## src/design/uer_pkg.sv

```systemverilog
// Shared constants and types for the ultrasonic echo ranger.
package uer_pkg;

    // Number of echo measurements averaged per ranging run.
    localparam int unsigned SAMPLES = 5;

    localparam int unsigned TickW  = 20;
    localparam int unsigned WidthW = 17;
    localparam int unsigned DistW  = 20;
    localparam int unsigned TrigW  = 10;
    localparam int unsigned ScaleW = 16;
    localparam int unsigned IdxW   = 4;
    localparam int unsigned RemW   = $clog2(SAMPLES + 1);
    localparam int unsigned ProdW  = WidthW + ScaleW;

    localparam logic [WidthW-1:0] WIDTH_MAX = {WidthW{1'b1}};
    localparam logic [DistW-1:0]  DIST_MAX  = {DistW{1'b1}};

    localparam logic [RemW-1:0]   SAMPLES_REM  = RemW'(SAMPLES);
    localparam logic [RemW-1:0]   REM_LAST     = RemW'(SAMPLES - 1);
    localparam logic [IdxW-1:0]   SAMPLES_IDX  = IdxW'(SAMPLES);
    // Quotient and remainder of a width of one tick.
    localparam logic [WidthW-1:0] WQ_INIT = WidthW'(1 / SAMPLES);
    localparam logic [RemW-1:0]   WR_INIT = RemW'(1 % SAMPLES);

    // Register indexes on the configuration port.
    localparam logic [1:0] REG_TRIGGER = 2'd0;
    localparam logic [1:0] REG_GAP     = 2'd1;
    localparam logic [1:0] REG_SCALE   = 2'd2;

    localparam logic [TrigW-1:0]  TRIGGER_RESET = TrigW'(20);
    localparam logic [TickW-1:0]  GAP_RESET     = TickW'(50000);
    localparam logic [ScaleW-1:0] SCALE_RESET   = ScaleW'(1114);

    typedef enum logic [4:0] {
        PH_IDLE = 5'b00001,
        PH_TRIG = 5'b00010,
        PH_WAIT = 5'b00100,
        PH_MEAS = 5'b01000,
        PH_GAP  = 5'b10000
    } phase_t;

endpackage

```

## src/design/ultrasonic_echo_ranger_core.sv

```systemverilog
// Top level of the ultrasonic echo ranger: tick sequencer, averaging and scaling.
//
// Usage: every input beat on the s_ channel is one microsecond tick carrying a
// start request and the sampled echo level. Every accepted beat produces exactly
// one result beat on the m_ channel with the trigger level to drive, the busy and
// done flags, and the last stored distance in centimeters (unsigned Q8).
// A start request while idle begins a run of SAMPLES measurements: trigger pulse,
// wait for echo rise, count the echo width, then a gap. After the last gap the
// averaged width is scaled and stored, and done is high for that one beat.
// The result of a tick is registered at the edge that accepts it. Throughput is
// one tick per cycle while the receiver keeps up; the output register is the only
// stage, and its state feeds straight back into the next tick's decision.
// When the receiver stalls, the result register holds its beat and s_tready
// drops; s_tready is high whenever the result register is empty or being drained.
// The average is kept as a running quotient and remainder by SAMPLES, so the
// final step is a single multiply by scale_q16 in the done tick.
// Reset (aresetn low, synchronous) returns the block to idle with a zero distance
// and restores the register defaults. Configuration is written over APB at byte
// addresses 0, 4 and 8 (trigger_ticks, gap_ticks, scale_q16); pready is always high.
module ultrasonic_echo_ranger_core (
    input  logic        aclk,
    input  logic        aresetn,
    // Input ticks. s_tdata: [0] start_req, [1] echo, [7:2] zero.
    input  logic        s_tvalid,
    output logic        s_tready,
    input  logic [7:0]  s_tdata,
    // Results. m_tdata: [0] trigger, [1] busy_res, [2] done_res,
    // [22:3] distance_q8, [23] zero.
    output logic        m_tvalid,
    input  logic        m_tready,
    output logic [23:0] m_tdata,
    // Configuration port.
    input  logic        psel,
    input  logic        penable,
    input  logic        pwrite,
    input  logic [3:0]  paddr,
    input  logic [31:0] pwdata,
    output logic [31:0] prdata,
    output logic        pready
);
    import uer_pkg::*;

    // Configuration registers.
    logic [TrigW-1:0]  trigger_ticks_reg;
    logic [TickW-1:0]  gap_ticks_reg;
    logic [ScaleW-1:0] scale_reg;

    // Sequencer state.
    phase_t             phase_reg, phase_next;
    logic [TickW-1:0]   ticks_reg, ticks_next;
    logic [WidthW-1:0]  ew_reg, ew_next;     // echo width in ticks
    logic [WidthW-1:0]  wq_reg, wq_next;     // echo width / SAMPLES
    logic [RemW-1:0]    wr_reg, wr_next;     // echo width % SAMPLES
    logic [WidthW-1:0]  sq_reg, sq_next;     // width sum / SAMPLES
    logic [RemW-1:0]    sr_reg, sr_next;     // width sum % SAMPLES
    logic [IdxW-1:0]    idx_reg, idx_next;
    logic [DistW-1:0]   dist_reg, dist_next;

    // Result register.
    logic        m_tvalid_reg;
    logic [23:0] m_tdata_reg;

    logic              cfg_write;
    logic              accept;
    logic              start_req;
    logic              echo;
    logic              trig;
    logic              done;
    logic [TickW-1:0]  tick_inc;
    logic [RemW:0]     rem_sum;
    logic              rem_carry;
    logic [WidthW-1:0] sq_fall;
    logic [RemW-1:0]   sr_fall;
    logic [WidthW-1:0] avg;
    logic [ProdW-1:0]  prod;
    logic [ProdW-9:0]  dist_raw;
    logic [DistW-1:0]  dist_sat;

    assign pready    = 1'b1;
    assign cfg_write = psel && penable && pwrite && pready;

    always_ff @(posedge aclk) begin
        if (!aresetn) begin
            trigger_ticks_reg <= TRIGGER_RESET;
            gap_ticks_reg     <= GAP_RESET;
            scale_reg         <= SCALE_RESET;
        end else if (cfg_write) begin
            unique case (paddr[3:2])
                REG_TRIGGER: trigger_ticks_reg <= pwdata[TrigW-1:0];
                REG_GAP:     gap_ticks_reg     <= pwdata[TickW-1:0];
                REG_SCALE:   scale_reg         <= pwdata[ScaleW-1:0];
                default: ;
            endcase
        end
    end

    always_comb begin
        unique case (paddr[3:2])
            REG_TRIGGER: prdata = {{(32-TrigW){1'b0}}, trigger_ticks_reg};
            REG_GAP:     prdata = {{(32-TickW){1'b0}}, gap_ticks_reg};
            REG_SCALE:   prdata = {{(32-ScaleW){1'b0}}, scale_reg};
            default:     prdata = 32'd0;
        endcase
    end

    // A tick is taken whenever the result register is free or draining.
    assign s_tready  = !m_tvalid_reg || m_tready;
    assign accept    = s_tvalid && s_tready;
    assign start_req = s_tdata[0];
    assign echo      = s_tdata[1];
    assign tick_inc  = ticks_reg + TickW'(1);

    // Folding the finished echo width into the running quotient and remainder.
    assign rem_sum   = {1'b0, sr_reg} + {1'b0, wr_reg};
    assign rem_carry = (rem_sum >= {1'b0, SAMPLES_REM});
    assign sr_fall   = rem_carry ? RemW'(rem_sum - {1'b0, SAMPLES_REM}) : rem_sum[RemW-1:0];
    assign sq_fall   = sq_reg + wq_reg + WidthW'(rem_carry);

    // With a zero gap the run can finish on the falling-edge tick itself.
    assign avg      = (phase_reg == PH_MEAS) ? sq_fall : sq_reg;
    assign prod     = ProdW'(avg) * ProdW'(scale_reg);
    assign dist_raw = prod[ProdW-1:8];
    assign dist_sat = (dist_raw > (ProdW-8)'(DIST_MAX)) ? DIST_MAX : dist_raw[DistW-1:0];

    always_comb begin
        phase_next = phase_reg;
        ticks_next = ticks_reg;
        ew_next    = ew_reg;
        wq_next    = wq_reg;
        wr_next    = wr_reg;
        sq_next    = sq_reg;
        sr_next    = sr_reg;
        idx_next   = idx_reg;
        dist_next  = dist_reg;
        trig       = 1'b0;
        done       = 1'b0;

        unique case (phase_reg)
            PH_TRIG: begin
                trig       = 1'b1;
                ticks_next = tick_inc;
                if (tick_inc >= {{(TickW-TrigW){1'b0}}, trigger_ticks_reg}) begin
                    phase_next = PH_WAIT;
                    ticks_next = '0;
                end
            end
            PH_WAIT: begin
                if (echo) begin
                    ew_next    = WidthW'(1);
                    wq_next    = WQ_INIT;
                    wr_next    = WR_INIT;
                    phase_next = PH_MEAS;
                end
            end
            PH_MEAS: begin
                if (echo) begin
                    if (ew_reg < WIDTH_MAX) begin
                        ew_next = ew_reg + WidthW'(1);
                        if (wr_reg == REM_LAST) begin
                            wr_next = '0;
                            wq_next = wq_reg + WidthW'(1);
                        end else begin
                            wr_next = wr_reg + RemW'(1);
                        end
                    end
                end else begin
                    sq_next    = sq_fall;
                    sr_next    = sr_fall;
                    idx_next   = idx_reg + IdxW'(1);
                    phase_next = PH_GAP;
                    ticks_next = '0;
                    if (gap_ticks_reg == '0) begin
                        if (idx_next >= SAMPLES_IDX) begin
                            done       = 1'b1;
                            dist_next  = dist_sat;
                            phase_next = PH_IDLE;
                        end else begin
                            phase_next = PH_TRIG;
                        end
                    end
                end
            end
            PH_GAP: begin
                ticks_next = tick_inc;
                if (tick_inc >= gap_ticks_reg) begin
                    if (idx_reg >= SAMPLES_IDX) begin
                        done       = 1'b1;
                        dist_next  = dist_sat;
                        phase_next = PH_IDLE;
                    end else begin
                        phase_next = PH_TRIG;
                        ticks_next = '0;
                    end
                end
            end
            default: begin
                phase_next = PH_IDLE;
                if (start_req) begin
                    phase_next = PH_TRIG;
                    ticks_next = '0;
                    ew_next    = '0;
                    wq_next    = '0;
                    wr_next    = '0;
                    sq_next    = '0;
                    sr_next    = '0;
                    idx_next   = '0;
                end
            end
        endcase
    end

    always_ff @(posedge aclk) begin
        if (!aresetn) begin
            phase_reg    <= PH_IDLE;
            ticks_reg    <= '0;
            ew_reg       <= '0;
            wq_reg       <= '0;
            wr_reg       <= '0;
            sq_reg       <= '0;
            sr_reg       <= '0;
            idx_reg      <= '0;
            dist_reg     <= '0;
            m_tvalid_reg <= 1'b0;
        end else begin
            if (accept) begin
                phase_reg <= phase_next;
                ticks_reg <= ticks_next;
                ew_reg    <= ew_next;
                wq_reg    <= wq_next;
                wr_reg    <= wr_next;
                sq_reg    <= sq_next;
                sr_reg    <= sr_next;
                idx_reg   <= idx_next;
                dist_reg  <= dist_next;
            end
            if (accept) begin
                m_tvalid_reg <= 1'b1;
            end else if (m_tready) begin
                m_tvalid_reg <= 1'b0;
            end
        end
    end

    // The result payload needs no reset; it is qualified by m_tvalid.
    always_ff @(posedge aclk) begin
        if (accept) begin
            m_tdata_reg <= {1'b0, dist_next, done, (phase_next != PH_IDLE), trig};
        end
    end

    assign m_tvalid = m_tvalid_reg;
    assign m_tdata  = m_tdata_reg;

endmodule

```

## config.mk

```make
export PLATFORM = sky130hd
export DESIGN_NAME = ultrasonic_echo_ranger_core
export DESIGN_NICKNAME = d
export VERILOG_FILES = /design/src/design/uer_pkg.sv /design/src/design/ultrasonic_echo_ranger_core.sv
export SDC_FILE = /design/constraint.sdc
export NUM_CORES = 1
export LEC_CHECK = 0
export ABC_AREA = 1
export ABC_CLOCK_PERIOD_IN_PS = 9500
export CAP_MARGIN = 20
export CORE_ASPECT_RATIO = 1.5
export CORE_MARGIN = 4
export CORE_UTILIZATION = 35
export CTS_CLUSTER_DIAMETER = 80
export DETAILED_ROUTE_END_ITERATION = 12
export DONT_BUFFER_PORTS = 1
export PLACE_DENSITY_LB_ADDON = 0.3
export SLEW_MARGIN = 5
export SYNTH_ARGS = -nofsm -noshare
export SYNTH_HDL_FRONTEND = slang
export SYNTH_SLANG_ARGS = --single-unit
export TNS_END_PERCENT = 100
```

## constraint.sdc

```tcl
create_clock -name aclk -period 9.5 [get_ports aclk]
set_clock_uncertainty 0.2 [all_clocks]
set_input_delay 0.475 -clock aclk [delete_from_list [all_inputs] [get_ports aclk]]
set_output_delay 0.475 -clock aclk [all_outputs]
set_load 0.02 [all_outputs]
```

After elaboration in Yosys (flattened, before gate mapping). Cells that the tools add are included.

$add $sub $neg: 9. Multiply operators: 1. Magnitude comparators: 7. Equality and inequality tests: 13. Mux-type cells: 57. Bitwise gates (word level): 3. Reductions and logical operators: 20.

Operators by type and width (count): $mux 20 (11); $mux 17 (10); $pmux 17 s3 (2); $pmux 20 s4 (1); $pmux 20 s3 (1); $pmux 20 s2 (1); $add 17x1->17 const B (2); $pmux 17 s2 (1); $mul 17x16->33 (1); $gt 25x20->1 const B (1); $mux 5 (5); $mux 3 (7); $add 20x1->20 const B (1); $ge 20x10->1 (1); $ge 20x20->1 (1); $logic_not 20->1 (1); $pmux 5 s4 (1); $add 17x1->17 (1); $add 17x17->17 (1); $lt 17x17->1 const B (1); $ge 4x3->1 const B (3); $pmux 3 s3 (1); $mux 1 (8); $mux 4 (2); other kinds (32) (45).

Bits in registers: 176.

Logic depth before layout (Yosys ltp). Gate-level depths: netlist of the first run.

Depth in word-level cells: 11. Gate-level depth with buffers: 61.

Worst setup path after synthesis of the first run. Ideal clock, no wire load.

Path kind: register to register. Start: reg wr_reg[0]. End: reg m_tdata_reg[7] (netlist: m_tdata[7]), data pin. Library setup time: 0.266 ns. Arrival: 9.192 ns. Required time: 9.034 ns. Slack: -0.159 ns. Stages on the path, launching flop included: 55. Buffers on the path: 2. Cell sequence: dfxtp_1 -> ha_1 -> inv_1 -> fa_1 -> ha_1 -> inv_1 -> nor2_1 -> o211ai_1 -> inv_1 -> fa_1 -> fa_1 -> inv_1 -> nand3_1 -> nand2_1 -> nand2_1 -> nand2_1 -> a21oi_1 -> nor2_1 -> [... 19 more ...] -> fa_1 -> inv_1 -> ha_1 -> a21oi_1 -> nor2_1 -> nor2_1 -> o21ai_0 -> a21oi_1 -> nand2_1 -> nand2_1 -> nand2_1 -> nand2_1 -> nand3_1 -> nor2_4 -> nand2_2 -> buf_6 -> o22ai_1 -> nand3_1.

Longest elaborated chain between the ends: 11.

RTL lines: start: declaration (RTL line ultrasonic_echo_ranger_core.sv:53) `logic [RemW-1:0] wr_reg, wr_next;`; start signal: assignment (RTL line ultrasonic_echo_ranger_core.sv:230) `wr_reg <= wr_next;`; $add 3x3->4 (*) (RTL line ultrasonic_echo_ranger_core.sv:114) `assign rem_sum = {1'b0, sr_reg} + {1'b0, wr_reg};`; $ge 4x3->1 (*) (RTL line ultrasonic_echo_ranger_core.sv:115) `assign rem_carry = (rem_sum >= {1'b0, SAMPLES_REM});`; $add 17x1->17 (*) (RTL line ultrasonic_echo_ranger_core.sv:117) `assign sq_fall = sq_reg + wq_reg + WidthW'(rem_carry);`; $mux 17 (*) (RTL line ultrasonic_echo_ranger_core.sv:120) `assign avg = (phase_reg == PH_MEAS) ? sq_fall : sq_reg;`; $mul 17x16->33 (*) (RTL line ultrasonic_echo_ranger_core.sv:121) `assign prod = ProdW'(avg) * ProdW'(scale_reg);`; $gt 25x20->1 (RTL line ultrasonic_echo_ranger_core.sv:123) `assign dist_sat = (dist_raw > (ProdW-8)'(DIST_MAX)) ? DIST_MAX : dist_raw[DistW-1:0];`; $mux 20 (*) (RTL line ultrasonic_echo_ranger_core.sv:123); $mux 20 (RTL line ultrasonic_echo_ranger_core.sv:173) `if (idx_next >= SAMPLES_IDX) begin`; $mux 20 (RTL line ultrasonic_echo_ranger_core.sv:172) `if (gap_ticks_reg == '0) begin`; $mux 20 (RTL line ultrasonic_echo_ranger_core.sv:156) `if (echo) begin`; $pmux 20 s2 (*) (RTL line ultrasonic_echo_ranger_core.sv:138) `unique case (phase_reg)`; named net dist_next[4] (RTL line ultrasonic_echo_ranger_core.sv:57) `logic [DistW-1:0] dist_reg, dist_next;`; end signal: assignment (RTL line ultrasonic_echo_ranger_core.sv:247) `m_tdata_reg <= {1'b0, dist_next, done, (phase_next != PH_IDLE), trig};`; end: declaration (RTL line ultrasonic_echo_ranger_core.sv:61) `logic [23:0] m_tdata_reg;`.

Mark *: on every way through the listed nets, which the timed path passes. The rest lies on a longest branch. A chain may end at the register's enable or synchronous reset.

Final worst setup path of the first run.
Start: reg sr_reg[0]. End: reg dist_reg[8].

Longest elaborated chain between the ends: 11.

RTL lines: start: declaration (RTL line ultrasonic_echo_ranger_core.sv:55) `logic [RemW-1:0] sr_reg, sr_next;`; start signal: assignment (RTL line ultrasonic_echo_ranger_core.sv:232) `sr_reg <= sr_next;`; $add 3x3->4 (*) (RTL line ultrasonic_echo_ranger_core.sv:114); $ge 4x3->1 (*) (RTL line ultrasonic_echo_ranger_core.sv:115); $add 17x1->17 (*) (RTL line ultrasonic_echo_ranger_core.sv:117); $mux 17 (*) (RTL line ultrasonic_echo_ranger_core.sv:120); $mul 17x16->33 (*) (RTL line ultrasonic_echo_ranger_core.sv:121); $gt 25x20->1 (RTL line ultrasonic_echo_ranger_core.sv:123); $mux 20 (*) (RTL line ultrasonic_echo_ranger_core.sv:123); $mux 20 (RTL line ultrasonic_echo_ranger_core.sv:173); $mux 20 (RTL line ultrasonic_echo_ranger_core.sv:172); $mux 20 (RTL line ultrasonic_echo_ranger_core.sv:156); $pmux 20 s2 (*) (RTL line ultrasonic_echo_ranger_core.sv:138); named net dist_next[8] (RTL line ultrasonic_echo_ranger_core.sv:57); end signal: assignment (RTL line ultrasonic_echo_ranger_core.sv:234) `dist_reg <= dist_next;`; end: declaration (RTL line ultrasonic_echo_ranger_core.sv:57).

Marked as above.

==> impl_table.tex, run 1 <==
\begin{tabular}{lr}
\hline
Metric & Value \\
\hline
\multicolumn{2}{l}{\textbf{Synthesis}} \\
Number of distinct library cells after synthesis & 57 \\
Synth area leaders & sky130\_fd\_sc\_hd\_\_fa\_1 (22\%), sky130\_fd\_sc\_hd\_\_dfxtp\_1 (16\%), sky130\_fd\_sc\_hd\_\_ha\_1 (11\%) \\
FF+latch count, synth & 176 \\
Fraction of post-synthesis cell area in the top cell type by area & 22.4\% \\
Number of flops mapped to enable cells by yosys & 23 \\
Netlist area before placement & roughly 0.019 sq mm \\
Share of flip-flops with an asynchronous set or reset & 0\% \\
Cell count after synthesis & 2491 \\
Sequential fraction of the synthesis area & between 10\% and 20\% \\
Synth Area per Inst & 7.55 sq um \\
Yosys top cell by area & sky130\_fd\_sc\_hd\_\_fa\_1 \\
Dominant synthesized flop cell & sky130\_fd\_sc\_hd\_\_dfxtp\_1 \\
Synth warnings & 0 \\
\multicolumn{2}{l}{\textbf{Power and ir drop}} \\
Max rail drop VDD & 0.133 mV \\
Design internal power & between 1500 and 2000 uW \\
Sequential fraction of design power & 31.4\% \\
Switching Share & about 39\% \\
Static leakage & 0.0108 uW \\
Clock network power share & 27.6\% \\
Combinational cell fraction of total power & 41.1\% \\
Net switching power of the design & 1030 uW \\
Pwr per Cell Area & 116 mW/mm\^{}2 \\
\multicolumn{2}{l}{\textbf{Worst setup path}} \\
Master of the slowest instance on the critical path & sky130\_fd\_sc\_hd\_\_fa\_2 \\
Worst Path Class, Setup & flip-flop to flip-flop \\
Nature of the critical path startpoint & flip-flop \\
Required time of the worst setup path & 9.65 ns \\
Critical Path End Type & flip-flop \\
Critical-path maximum fanout & 7 \\
Worst EP arrival & 9.99 ns \\
Delay of the slowest critical-path stage & $\sim$0.58 ns \\
\multicolumn{2}{l}{\textbf{Finish}} \\
Nets & 3089 \\
Ant diodes & 0 \\
Share of cells above drive strength 1 & between 10\% and 20\% \\
Number of flip-flops in the largest register & 23 \\
Core Util, Final & 42.5\% \\
Area Growth Syn to Fin & 19.7\% \\
\multicolumn{2}{l}{\textbf{Drt}} \\
Drt via density & slightly above 5 \\
DRT antenna net count & 0 \\
Initial DRC count & 983 \\
Final routed wire length divided by cell count & about 18 um \\
DRC violation count after routing & 0 \\
Detailed-route wire length & 60600 um \\
Via count & 17100 \\
Iteration count of the initial detailed-routing pass & 6 \\
\multicolumn{2}{l}{\textbf{Timing}} \\
Pin slew with the least headroom to its limit & 1.01 ns \\
Final number of max-transition violations & 0 \\
Timing-limited maximum frequency & 102 MHz \\
Setup repair after global routing missed its margin & true \\
Crit path time final & 9.83 ns \\
Hold Fails Final Rpt & 0 \\
Post-route fraction of the period consumed by the critical path & 103\% \\
Final setup viols & 40 \\
Post-route worst setup slack & -0.331 ns \\
Normalized max-slew margin & roughly a third \\
\multicolumn{2}{l}{\textbf{Die}} \\
Die X & 197 um \\
Initial core utilization & 35.5\% \\
Die Span Y & 292 um \\
Core region area & approximately 0.053 sq mm \\
Number of I/O pins & 110 \\
Std-Cell Rows & between 100 and 150 \\
Die area & 0.0576 sq mm \\
\multicolumn{2}{l}{\textbf{CTS}} \\
Clock slew seen by the registers of the worst setup and hold paths & 0.08 ns \\
CTS H-Tree Depth & 4 \\
Number of sinks handled by clock tree synthesis & 176 \\
CTS buffer count & 17 \\
Longest Clk Path Bufs & 2 \\
Clock tree from TritonCTS & built \\
Root Buffer Master & sky130\_fd\_sc\_hd\_\_clkbuf\_16 \\
Clock latency of the later-clocked register in the worst-skew pair & 0.47 ns \\
\multicolumn{2}{l}{\textbf{Hold path}} \\
Hold WC Path Type & input pin to flip-flop \\
\multicolumn{2}{l}{\textbf{GRT}} \\
Vias in the first global route & 17600 \\
Maximum number of pins on one net before global-route repair & 58 \\
Overall overflow remaining after global route & 0 \\
All-layer global routing usage & 21.0\% \\
Number of antenna violations at the first check in global routing & 0 \\
Wire length of the first global-routing pass & approximately 96000 um \\
\multicolumn{2}{l}{\textbf{Outcome}} \\
Status & complete, but fails checks \\
Failing checks & negative setup slack \\
\multicolumn{2}{l}{\textbf{Place}} \\
Dpl ws & -0.701 ns \\
Estimated wirelength of the detail-placed design & 47900 um \\
Last weighted congestion value of the routability-driven placer & about 0.95 \\
Input/output buffers & 0 \\
\multicolumn{2}{l}{\textbf{Job}} \\
Max-cap viol count & 0 \\
\hline
\end{tabular}
worst max-delay path: cells and delay by family, from the launching register on:
kind	cells	cell delay, ns
adder cells (fa/ha/maj)	12	4.93
AO/OA/AOI/OAI	12	1.64
AND/OR/NAND/NOR	20	1.61
buffers and inverters	12	0.96
flip-flops	1	0.36
cell usage after synthesis, types with 21 or more instances:
| master | n |
|---|---|
| sky130_fd_sc_hd__clkbuf_1 | 62 |
| sky130_fd_sc_hd__dfxtp_1 | 153 |
| sky130_fd_sc_hd__ha_1 | 162 |
| sky130_fd_sc_hd__a21oi_1 | 214 |
| sky130_fd_sc_hd__nand4_1 | 26 |
| sky130_fd_sc_hd__nor3_1 | 21 |
| sky130_fd_sc_hd__nand2_1 | 459 |
| sky130_fd_sc_hd__o21ai_0 | 133 |
| sky130_fd_sc_hd__xor2_1 | 23 |
| sky130_fd_sc_hd__edfxtp_1 | 23 |
| sky130_fd_sc_hd__o21ai_1 | 24 |
| sky130_fd_sc_hd__fa_1 | 210 |
| sky130_fd_sc_hd__inv_1 | 485 |
| sky130_fd_sc_hd__nand3_1 | 74 |
| sky130_fd_sc_hd__nor2_1 | 217 |
cells in the final DEF (no fill, tap or decap), types with 66 or more instances in the layout:
cell and n:
sky130_fd_sc_hd__dfxtp_1 151, sky130_fd_sc_hd__nand2_1 431, sky130_fd_sc_hd__ha_1 145, sky130_fd_sc_hd__inv_1 463, sky130_fd_sc_hd__a21oi_1 198, sky130_fd_sc_hd__nand3_1 66, sky130_fd_sc_hd__fa_1 200, sky130_fd_sc_hd__buf_4 196
sky130_fd_sc_hd__nor2_1 199, sky130_fd_sc_hd__o21ai_0 106
cell families (layout without fill, tap and decap cells):
logic type               count (synthesis)  count (layout)  share of synthesized area [%]
XOR/XNOR                                36              36                           1.68
AND/OR/NAND/NOR                        857             858                           19.5
adder cells (fa/ha/maj)                372             372                           33.1
AO/OA/AOI/OAI                          461             461                           13.5
flip-flops                             176             176                           20.0
buffers and inverters                  587             762                           12.2
other                                    2              14                         0.0399
cell type report:
cell class                 count  area (sq um)
fill                        5276         30500
multi-input combinational   1741         13500
sequential                   176          3760
timing repair buffer         237          1960
inverter                     493          1850
tap                          682           853
clock buffer                  17           425
clock inverter                15           173
per-layer routing:
metal	wire [um]	vias up	global-route usage, %
met1	23400	8257	24.3
li1	-	8208	-
met4	3240	0	10.2
met5	0	-	0
met3	2550	139	2.75
met2	31400	503	37.8
worst paths after layout:
check / startpoint / end / slack [ns] / cells past startpoint
max: sr_reg[0]$_SDFFE_PN0P_ / dist_reg[8]$_SDFFE_PN0P_ / -0.33 / 56
min: pwdata[15] / scale_reg[15]$_SDFFE_PN0P_ / 0.03 / 2
max reg2reg: sr_reg[0]$_SDFFE_PN0P_ / dist_reg[8]$_SDFFE_PN0P_ / -0.33 / 56
min reg2reg: ew_reg[16]$_SDFFE_PN0P_ / ew_reg[16]$_SDFFE_PN0P_ / 0.26 / 1
metrics by stage:
stage                     setup TNS (ns)  total power, uW  hold slack (ns)  cells  instance area (sq um)
after CTS                          -6.78             2580         0.000404   3351                  22100
after detailed placement          -24.50             1700            0.253   3268                  20700
final                              -9.96             2610           0.0258   3361                  22500
after global routing              -30.20             2770           0.0231   3361                  22500
after floorplan                        0             1360            0.223   2503                  18900
after global placement            -22.52             1700            0.240   3268                  20700
power groups by stage:
| stage | logic [uW] | clock network, uW | registers (uW) |
|---|---|---|---|
| floorplan | 539 | 0 | 819 |
| finish | 1070 | 719 | 817 |
| global placement | 868 | 0 | 834 |
| CTS | 1020 | 739 | 818 |
| global route | 1180 | 769 | 821 |
| detailed placement | 869 | 0 | 834 |
what timing repair did:
| action | 4_1_cts | 5_1_grt |
|---|---|---|
| cloned | 1 | 0 |
| hold buffers | 29 | 0 |
| setup buffers | 21 | 9 |
| endpoints found under the hold margin | 62 | 0 |
| pin swaps | 91 | 91 |
| endpoints found under the setup margin | 40 | 40 |
| resized for setup | 110 | 92 |
No activity file was read; power rests on OpenSTA's default activity.
==> inputs of run 2 (changes only) <==
--- a/config.mk
+++ b/config.mk
@@ -14,7 +14,6 @@
 export CTS_CLUSTER_DIAMETER = 80
 export DETAILED_ROUTE_END_ITERATION = 12
 export DONT_BUFFER_PORTS = 1
-export PLACE_DENSITY_LB_ADDON = 0.3
 export SLEW_MARGIN = 5
 export SYNTH_ARGS = -nofsm -noshare
 export SYNTH_HDL_FRONTEND = slang
==> impl_table.tex, run 2 (same netlist as run 1, synthesis figures left out) <==
\begin{tabular}{lr}
\hline
Metric & Value \\
\hline
\multicolumn{2}{l}{\textbf{Worst setup path}} \\
Delay of the slowest critical-path stage & 0.59 ns (about the same) \\
Depth of the worst register-to-register path & 55 (-1.8\%) \\
Critical-path maximum fanout & 6 (-1) \\
Reg-to-reg setup timing slack & -0.32 ns (about the same) \\
Worst EP arrival & 9.98 ns (about the same) \\
Worst Path Class, Setup & flip-flop to flip-flop \\
Master of the slowest instance on the critical path & sky130\_fd\_sc\_hd\_\_fa\_2 \\
Nature of the critical path startpoint & flip-flop \\
Critical Path End Type & flip-flop \\
Launch point of the worst reg-to-reg path & wr\_reg[0]\$\_SDFFE\_PN0P\_ \\
Library cell appearing most often on the critical path & sky130\_fd\_sc\_hd\_\_nand2\_2 \\
Reg2Reg Capture Point & dist\_reg[0]\$\_SDFFE\_PN0P\_ \\
Required time of the worst setup path & 9.66 ns (about the same) \\
\multicolumn{2}{l}{\textbf{Place}} \\
Estimated wirelength of the detail-placed design & 47800 um (-0.16\%) \\
Last weighted congestion value of the routability-driven placer & 0.953 (+0.33\%) \\
Input/output buffers & 0 (unchanged) \\
\multicolumn{2}{l}{\textbf{CTS}} \\
Clock tree from TritonCTS & built \\
Number of sinks handled by clock tree synthesis & 176 (unchanged) \\
Root Buffer Master & sky130\_fd\_sc\_hd\_\_clkbuf\_16 \\
Longest Clk Path Bufs & 2 (unchanged) \\
Clock latency of the later-clocked register in the worst-skew pair & 0.46 ns (about the same) \\
Clock slew seen by the registers of the worst setup and hold paths & 0.08 ns (about the same) \\
CTS H-Tree Depth & 4 (unchanged) \\
CTS buffer count & 17 (unchanged) \\
\multicolumn{2}{l}{\textbf{Die}} \\
Die Span Y & 292 um (unchanged) \\
Core region area & 0.0530 sq mm (unchanged) \\
Number of I/O pins & 110 (unchanged) \\
Initial core utilization & 35.5\% (unchanged) \\
Die area & 0.0576 sq mm (unchanged) \\
Die X & 197 um (unchanged) \\
Std-Cell Rows & 103 (unchanged) \\
\multicolumn{2}{l}{\textbf{Finish}} \\
Area Growth Syn to Fin & 17.4\% \\
Number of flip-flops in the largest register & 23 (unchanged) \\
Most frequent standard cell in the layout excluding fill and tap cells & sky130\_fd\_sc\_hd\_\_inv\_1 \\
Most used cells in the layout excluding fill and tap cells & sky130\_fd\_sc\_hd\_\_inv\_1 (469), sky130\_fd\_sc\_hd\_\_nand2\_1 (432), sky130\_fd\_sc\_hd\_\_fa\_1 (204), sky130\_fd\_sc\_hd\_\_a21oi\_1 (203), sky130\_fd\_sc\_hd\_\_nor2\_1 (202) \\
Share of cells above drive strength 1 & 14.2\% (-1.9 points) \\
Nets & 3060 (-0.94\%) \\
Core Util, Final & 41.7\% (-0.82 points) \\
\multicolumn{2}{l}{\textbf{Power and ir drop}} \\
Static leakage & 0.0106 uW (-1.7\%) \\
Pwr per Cell Area & 115 mW/mm\^{}2 (-0.61\%) \\
Max rail drop VDD & 0.124 mV (-6.9\%) \\
\multicolumn{2}{l}{\textbf{Outcome}} \\
Failing checks & negative setup slack \\
Status & complete, but fails checks \\
\multicolumn{2}{l}{\textbf{Timing}} \\
Final number of max-transition violations & 0 (unchanged) \\
Post-route worst hold slack & 0.0184 ns (-0.00741 ns) \\
Post-route fraction of the period consumed by the critical path & 103\% (-0.11 points) \\
Setup repair after global routing missed its margin & true \\
Final setup viols & 40 (unchanged) \\
Crit path time final & 9.82 ns (-0.0108 ns) \\
Hold Fails Final Rpt & 0 (unchanged) \\
Post-route worst setup slack & -0.320 ns (+0.0108 ns) \\
Normalized max-slew margin & 24.2\% (-8.7 points) \\
Pin slew with the least headroom to its limit & 1.13 ns (+0.129 ns) \\
Timing-limited maximum frequency & 102 MHz (+0.11\%) \\
\multicolumn{2}{l}{\textbf{Drt}} \\
Detailed-route wire length & 60300 um (-0.42\%) \\
Drt via density & 5.13 (+0.71\%) \\
Initial DRC count & 918 (-6.6\%) \\
DRT antenna net count & 0 (unchanged) \\
Via count & 17100 (-0.13\%) \\
DRC violation count after routing & 0 (unchanged) \\
Final routed wire length divided by cell count & 18.1 um (+0.42\%) \\
Iteration count of the initial detailed-routing pass & 5 (-1) \\
\multicolumn{2}{l}{\textbf{GRT}} \\
Number of antenna violations at the first check in global routing & 0 (unchanged) \\
Maximum number of pins on one net before global-route repair & 58 (unchanged) \\
All-layer global routing usage & 21.0\% (+0.039 points) \\
Overall overflow remaining after global route & 0 (unchanged) \\
Wire length of the first global-routing pass & 95900 um (+0.30\%) \\
Vias in the first global route & 17700 (+0.70\%) \\
\multicolumn{2}{l}{\textbf{Hold path}} \\
Worst min-delay path endpoint & scale\_reg[14]\$\_SDFFE\_PN0P\_ \\
Cell depth of the worst hold path & 2 (unchanged) \\
Startpoint of the tightest hold check path & pwdata[14] \\
Hold WC Path Type & input pin to flip-flop \\
\multicolumn{2}{l}{\textbf{Job}} \\
Max-cap viol count & 0 (unchanged) \\
\hline
\end{tabular}
## run 2: cell count changes in the layout (fill, tap and decap cells not counted), moves of 5 or more
cell,change
sky130_fd_sc_hd__buf_4,-19
sky130_fd_sc_hd__inv_2,-8
sky130_fd_sc_hd__dlygate4sd3_1,-8
sky130_fd_sc_hd__o21ai_2,-6
sky130_fd_sc_hd__a21oi_1,+5
sky130_fd_sc_hd__inv_1,+6
## run 2: area by class of cell
class                   instances  area, sq um
fillers                      5398        30900
diodes                          1         2.50
inverters                     493         1860
clock inverters                13          129
clock buffers                  19          433
flip-flops and latches        176         3760
multi-input cells            1741        13300
well taps                     682          853
repair buffers                208         1720
## run 2: layer usage
layer	wire [um]	up-vias	global-route usage [%]	share of wire [%]
li1	-	8153	-	-
met1	22700	8283	23.9	38
met2	31300	508	38.0	52
met3	3060	141	3.05	5.1
met4	3300	0	10.7	5.5
met5	0	-	0	0
## run 2: critical path: cells and delay by family, from the launching register on
kind | cells | cell delay [ns]
AO/OA/AOI/OAI | 12 | 1.65
adder cells (fa/ha/maj) | 12 | 4.97
buffers and inverters | 11 | 0.93
flip-flops | 1 | 0.36
AND/OR/NAND/NOR | 20 | 1.59
## run 2: how the worst max path moves through the flow
stage	from	to	slack, ns	depth (start not counted)
final	wr_reg[0]$_SDFFE_PN0P_	dist_reg[0]$_SDFFE_PN0P_	-0.32	55
after global routing	wr_reg[0]$_SDFFE_PN0P_	dist_reg[7]$_SDFFE_PN0P_	-0.93	52
after CTS	wr_reg[0]$_SDFFE_PN0P_	dist_reg[7]$_SDFFE_PN0P_	-0.32	58
after detailed placement	wr_reg[0]$_SDFFE_PN0P_	dist_reg[10]$_SDFFE_PN0P_	-0.77	55
after global placement	wr_reg[0]$_SDFFE_PN0P_	dist_reg[10]$_SDFFE_PN0P_	-0.66	53
after floorplan	wr_reg[0]$_SDFFE_PN0P_	m_tdata[7]$_DFFE_PP_	0.006	55
## run 2: power by group
group | switching [uW] | internal [uW]
clock network | 349 | 346
logic | 609 | 421
registers | 34.7 | 782
total | 993 | 1550
## run 2: per-stage QoR
step | setup TNS, ns | instances | cell area [sq um] | power, uW | setup WS, ns
floorplan | 0 | 2503 | 18900 | 1360 | 0.00633
global placement | -23.61 | 3260 | 20600 | 1690 | -0.662
detailed placement | -28.34 | 3261 | 20600 | 1700 | -0.770
CTS | -11.02 | 3320 | 21700 | 2490 | -0.321
global route | -33.93 | 3332 | 22100 | 2700 | -0.932
finish | -9.88 | 3333 | 22100 | 2540 | -0.320
## run 2: repair_timing
item | 4_1_cts | 5_1_grt
hold buffers | 21 | 0
gates cloned | 1 | 0
gates resized for setup | 63 | 97
hold endpoints to repair | 47 | 0
pin swaps | 29 | 39
setup endpoints to repair | 40 | 40
setup buffers | 5 | 11
==> inputs of run 3 (changes only) <==
--- a/config.mk
+++ b/config.mk
@@ -8,12 +8,15 @@
 export ABC_AREA = 1
 export ABC_CLOCK_PERIOD_IN_PS = 9500
 export CAP_MARGIN = 20
+export CELL_PAD_IN_SITES_DETAIL_PLACEMENT = 1
+export CELL_PAD_IN_SITES_GLOBAL_PLACEMENT = 1
 export CORE_ASPECT_RATIO = 1.5
 export CORE_MARGIN = 4
 export CORE_UTILIZATION = 35
 export CTS_CLUSTER_DIAMETER = 80
 export DETAILED_ROUTE_END_ITERATION = 12
 export DONT_BUFFER_PORTS = 1
+export PLACE_DENSITY_LB_ADDON = 0.1
 export SLEW_MARGIN = 5
 export SYNTH_ARGS = -nofsm -noshare
 export SYNTH_HDL_FRONTEND = slang
==> impl_table.tex, run 3 (same netlist as run 1, synthesis figures left out) <==
\begin{tabular}{lr}
\hline
Metric & Value \\
\hline
\multicolumn{2}{l}{\textbf{Outcome}} \\
Status & complete, but fails checks \\
Failing checks & negative setup slack \\
\multicolumn{2}{l}{\textbf{Worst setup path}} \\
Worst Path Class, Setup & flip-flop to flip-flop \\
Critical Path End Type & flip-flop \\
Critical path destination & dist\_reg[9]\$\_SDFFE\_PN0P\_ \\
Nature of the critical path startpoint & flip-flop \\
Worst EP arrival & 10.02 ns (+0.04 ns) \\
Critical-path maximum fanout & 7 (+1) \\
Depth of the worst register-to-register path & 58 (+5.5\%) \\
Crit path from & sr\_reg[0]\$\_SDFFE\_PN0P\_ \\
Launch point of the worst reg-to-reg path & sr\_reg[0]\$\_SDFFE\_PN0P\_ \\
Master of the slowest instance on the critical path & sky130\_fd\_sc\_hd\_\_fa\_2 \\
Required time of the worst setup path & 9.64 ns (-0.02 ns) \\
Reg-to-reg setup timing slack & -0.39 ns (-0.07 ns) \\
Reg2Reg Capture Point & dist\_reg[9]\$\_SDFFE\_PN0P\_ \\
Library cell appearing most often on the critical path & sky130\_fd\_sc\_hd\_\_fa\_1 \\
Delay of the slowest critical-path stage & 0.58 ns (about the same) \\
\multicolumn{2}{l}{\textbf{GRT}} \\
Overall overflow remaining after global route & 0 (unchanged) \\
Wire length of the first global-routing pass & 108000 um (+13\%) \\
Routing usage on met2 & 45.9\% (+7.9 points) \\
Met3 Usage GRT & 1.88\% (-1.2 points) \\
All-layer global routing usage & 24.3\% (+3.2 points) \\
Maximum number of pins on one net before global-route repair & 56 (-3.4\%) \\
Met1 usage in global routing & 27.8\% (+4.0 points) \\
Number of antenna violations at the first check in global routing & 0 (unchanged) \\
Layer carrying the most global-route usage & met2 \\
Vias in the first global route & 18800 (+6.2\%) \\
\multicolumn{2}{l}{\textbf{Timing}} \\
Post-route worst hold slack & 0.0255 ns (+0.00704 ns) \\
Final setup viols & 40 (unchanged) \\
Post-route fraction of the period consumed by the critical path & 104\% (+0.69 points) \\
Crit path time final & 9.89 ns (+0.0653 ns) \\
Setup repair after global routing missed its margin & true \\
Pin slew with the least headroom to its limit & 1.03 ns (-0.0998 ns) \\
Hold Fails Final Rpt & 0 (unchanged) \\
Final number of max-transition violations & 0 (unchanged) \\
Normalized max-slew margin & 31.0\% (+6.8 points) \\
Timing-limited maximum frequency & 101 MHz (-0.66\%) \\
Post-route worst setup slack & -0.386 ns (-0.0653 ns) \\
\multicolumn{2}{l}{\textbf{Finish}} \\
Final instance area & 0.0224 sq mm (+1.6\%) \\
Share of cells above drive strength 1 & 16.2\% (+2.0 points) \\
Most frequent standard cell in the layout excluding fill and tap cells & sky130\_fd\_sc\_hd\_\_inv\_1 \\
Nets & 3077 (+0.56\%) \\
Area Growth Syn to Fin & 19.3\% \\
Fill cell instance count of the final layout & 6485 (+20\%) \\
Number of flip-flops in the largest register & 23 (unchanged) \\
Core Util, Final & 42.3\% (+0.65 points) \\
Most used cells in the layout excluding fill and tap cells & sky130\_fd\_sc\_hd\_\_inv\_1 (463), sky130\_fd\_sc\_hd\_\_nand2\_1 (431), sky130\_fd\_sc\_hd\_\_a21oi\_1 (200), sky130\_fd\_sc\_hd\_\_buf\_4 (197), sky130\_fd\_sc\_hd\_\_nor2\_1 (196) \\
\multicolumn{2}{l}{\textbf{Place}} \\
Estimated wirelength of the detail-placed design & 57400 um (+20\%) \\
Input/output buffers & 0 (unchanged) \\
Last weighted congestion value of the routability-driven placer & 0.912 (-4.3\%) \\
Total placed instance area & 0.0207 sq mm (+0.48\%) \\
\multicolumn{2}{l}{\textbf{Drt}} \\
Via count & 17400 (+1.6\%) \\
Drt via density & 5.18 (+1.1\%) \\
Final routed wire length divided by cell count & 21.0 um (+16\%) \\
Initial DRC count & 741 (-19\%) \\
Detailed-route wire length & 70300 um (+16\%) \\
DRC violation count after routing & 0 (unchanged) \\
DRT antenna net count & 0 (unchanged) \\
Iteration count of the initial detailed-routing pass & 5 (unchanged) \\
\multicolumn{2}{l}{\textbf{CTS}} \\
Longest Clk Path Bufs & 2 (unchanged) \\
Clock latency of the later-clocked register in the worst-skew pair & 0.46 ns (about the same) \\
Clock tree from TritonCTS & built \\
Number of sinks handled by clock tree synthesis & 176 (unchanged) \\
CTS H-Tree Depth & 4 (unchanged) \\
Clock slew seen by the registers of the worst setup and hold paths & 0.08 ns (about the same) \\
Root Buffer Master & sky130\_fd\_sc\_hd\_\_clkbuf\_16 \\
CTS buffer count & 17 (unchanged) \\
\multicolumn{2}{l}{\textbf{Die}} \\
Std-Cell Rows & 103 (unchanged) \\
Core region area & 0.0530 sq mm (unchanged) \\
Number of I/O pins & 110 (unchanged) \\
Initial core utilization & 35.5\% (unchanged) \\
Die area & 0.0576 sq mm (unchanged) \\
Die Span Y & 292 um (unchanged) \\
Die X & 197 um (unchanged) \\
\multicolumn{2}{l}{\textbf{Job}} \\
Max-cap viol count & 0 (unchanged) \\
\multicolumn{2}{l}{\textbf{Hold path}} \\
Hold WC Path Type & input pin to flip-flop \\
Startpoint of the tightest hold check path & pwdata[5] \\
\multicolumn{2}{l}{\textbf{Power and ir drop}} \\
Static leakage & 0.0107 uW (+0.91\%) \\
Pwr per Cell Area & 121 mW/mm\^{}2 (+5.3\%) \\
Max rail drop VDD & 0.122 mV (-1.1\%) \\
\hline
\end{tabular}
run 3: changes by cell type in the layout (fill, tap and decap cells not counted), sizes merged:
| cell | delta |
|---|---|
| buf | +21 |
| dlygate4sd3 | -4 |
| bufinv | +3 |
| clkinv | -2 |
| diode | +1 |
| inv | -1 |
run 3: worst min-delay path by stage:
stage / slack, ns / end / depth (start not counted)
floorplan: 0.22 / ew_reg[16]$_SDFFE_PN0P_ / 1
global placement: 0.24 / ew_reg[15]$_SDFFE_PN0P_ / 2
detailed placement: 0.25 / ew_reg[15]$_SDFFE_PN0P_ / 2
CTS: 0.006 / trigger_ticks_reg[6]$_SDFFE_PN0P_ / 2
global route: 0.04 / trigger_ticks_reg[8]$_SDFFE_PN0P_ / 2
finish: 0.03 / trigger_ticks_reg[5]$_SDFFE_PN0P_ / 2
run 3: layer usage:
layer	share of wire (%)	vias up
li1	-	8179
met1	39	8789
met2	54	279
met3	2.2	118
met4	4.5	0
met5	0	-
run 3: stage by stage:
step	TNS, ns	std cells	setup slack [ns]	power (uW)
finish	-12.93	3351	-0.386	2720
global route	-38.82	3349	-1.03	2890
CTS	-18.76	3337	-0.530	2610
detailed placement	-33.23	3282	-0.909	1800
global placement	-29.48	3282	-0.808	1780
floorplan	0	2503	0.00633	1360
run 3: final cells by class:
| class | instances | area, sq um | share of cell area, % |
|---|---|---|---|
| Clock inverter | 13 | 161 | 0.720 |
| Antenna cell | 2 | 5.00 | 0.0223 |
| Sequential cell | 176 | 3760 | 16.7 |
| Inverter | 493 | 1860 | 8.30 |
| Multi-Input combinational cell | 1741 | 13500 | 60.4 |
| Timing Repair Buffer | 225 | 1810 | 8.08 |
| Clock buffer | 19 | 433 | 1.93 |
| Tap cell | 682 | 853 | 3.80 |
run 3: timing repair:
action,in CTS,in global routing
setup endpoints to repair,40,40
cloned,1,1
resized for setup,46,181
hold buffers,17,0
hold endpoints to repair,59,0
setup buffers,5,11
pin swaps,11,111
run 3: worst max-delay path, delay by kind of cell, from the launching register on:
family          cells  cell delay (ns)
fa+ha+maj          12             4.70
simple gates       24             2.13
buf+inv            13             1.20
compound gates      9             1.17
flops               1             0.35
run 3: power breakdown:
group / internal (uW) / switching [uW] / total (uW)
sequential: 782 / 37.3 / 820
clock: 416 / 328 / 744
combinational: 476 / 678 / 1150
total: 1670 / 1040 / 2720
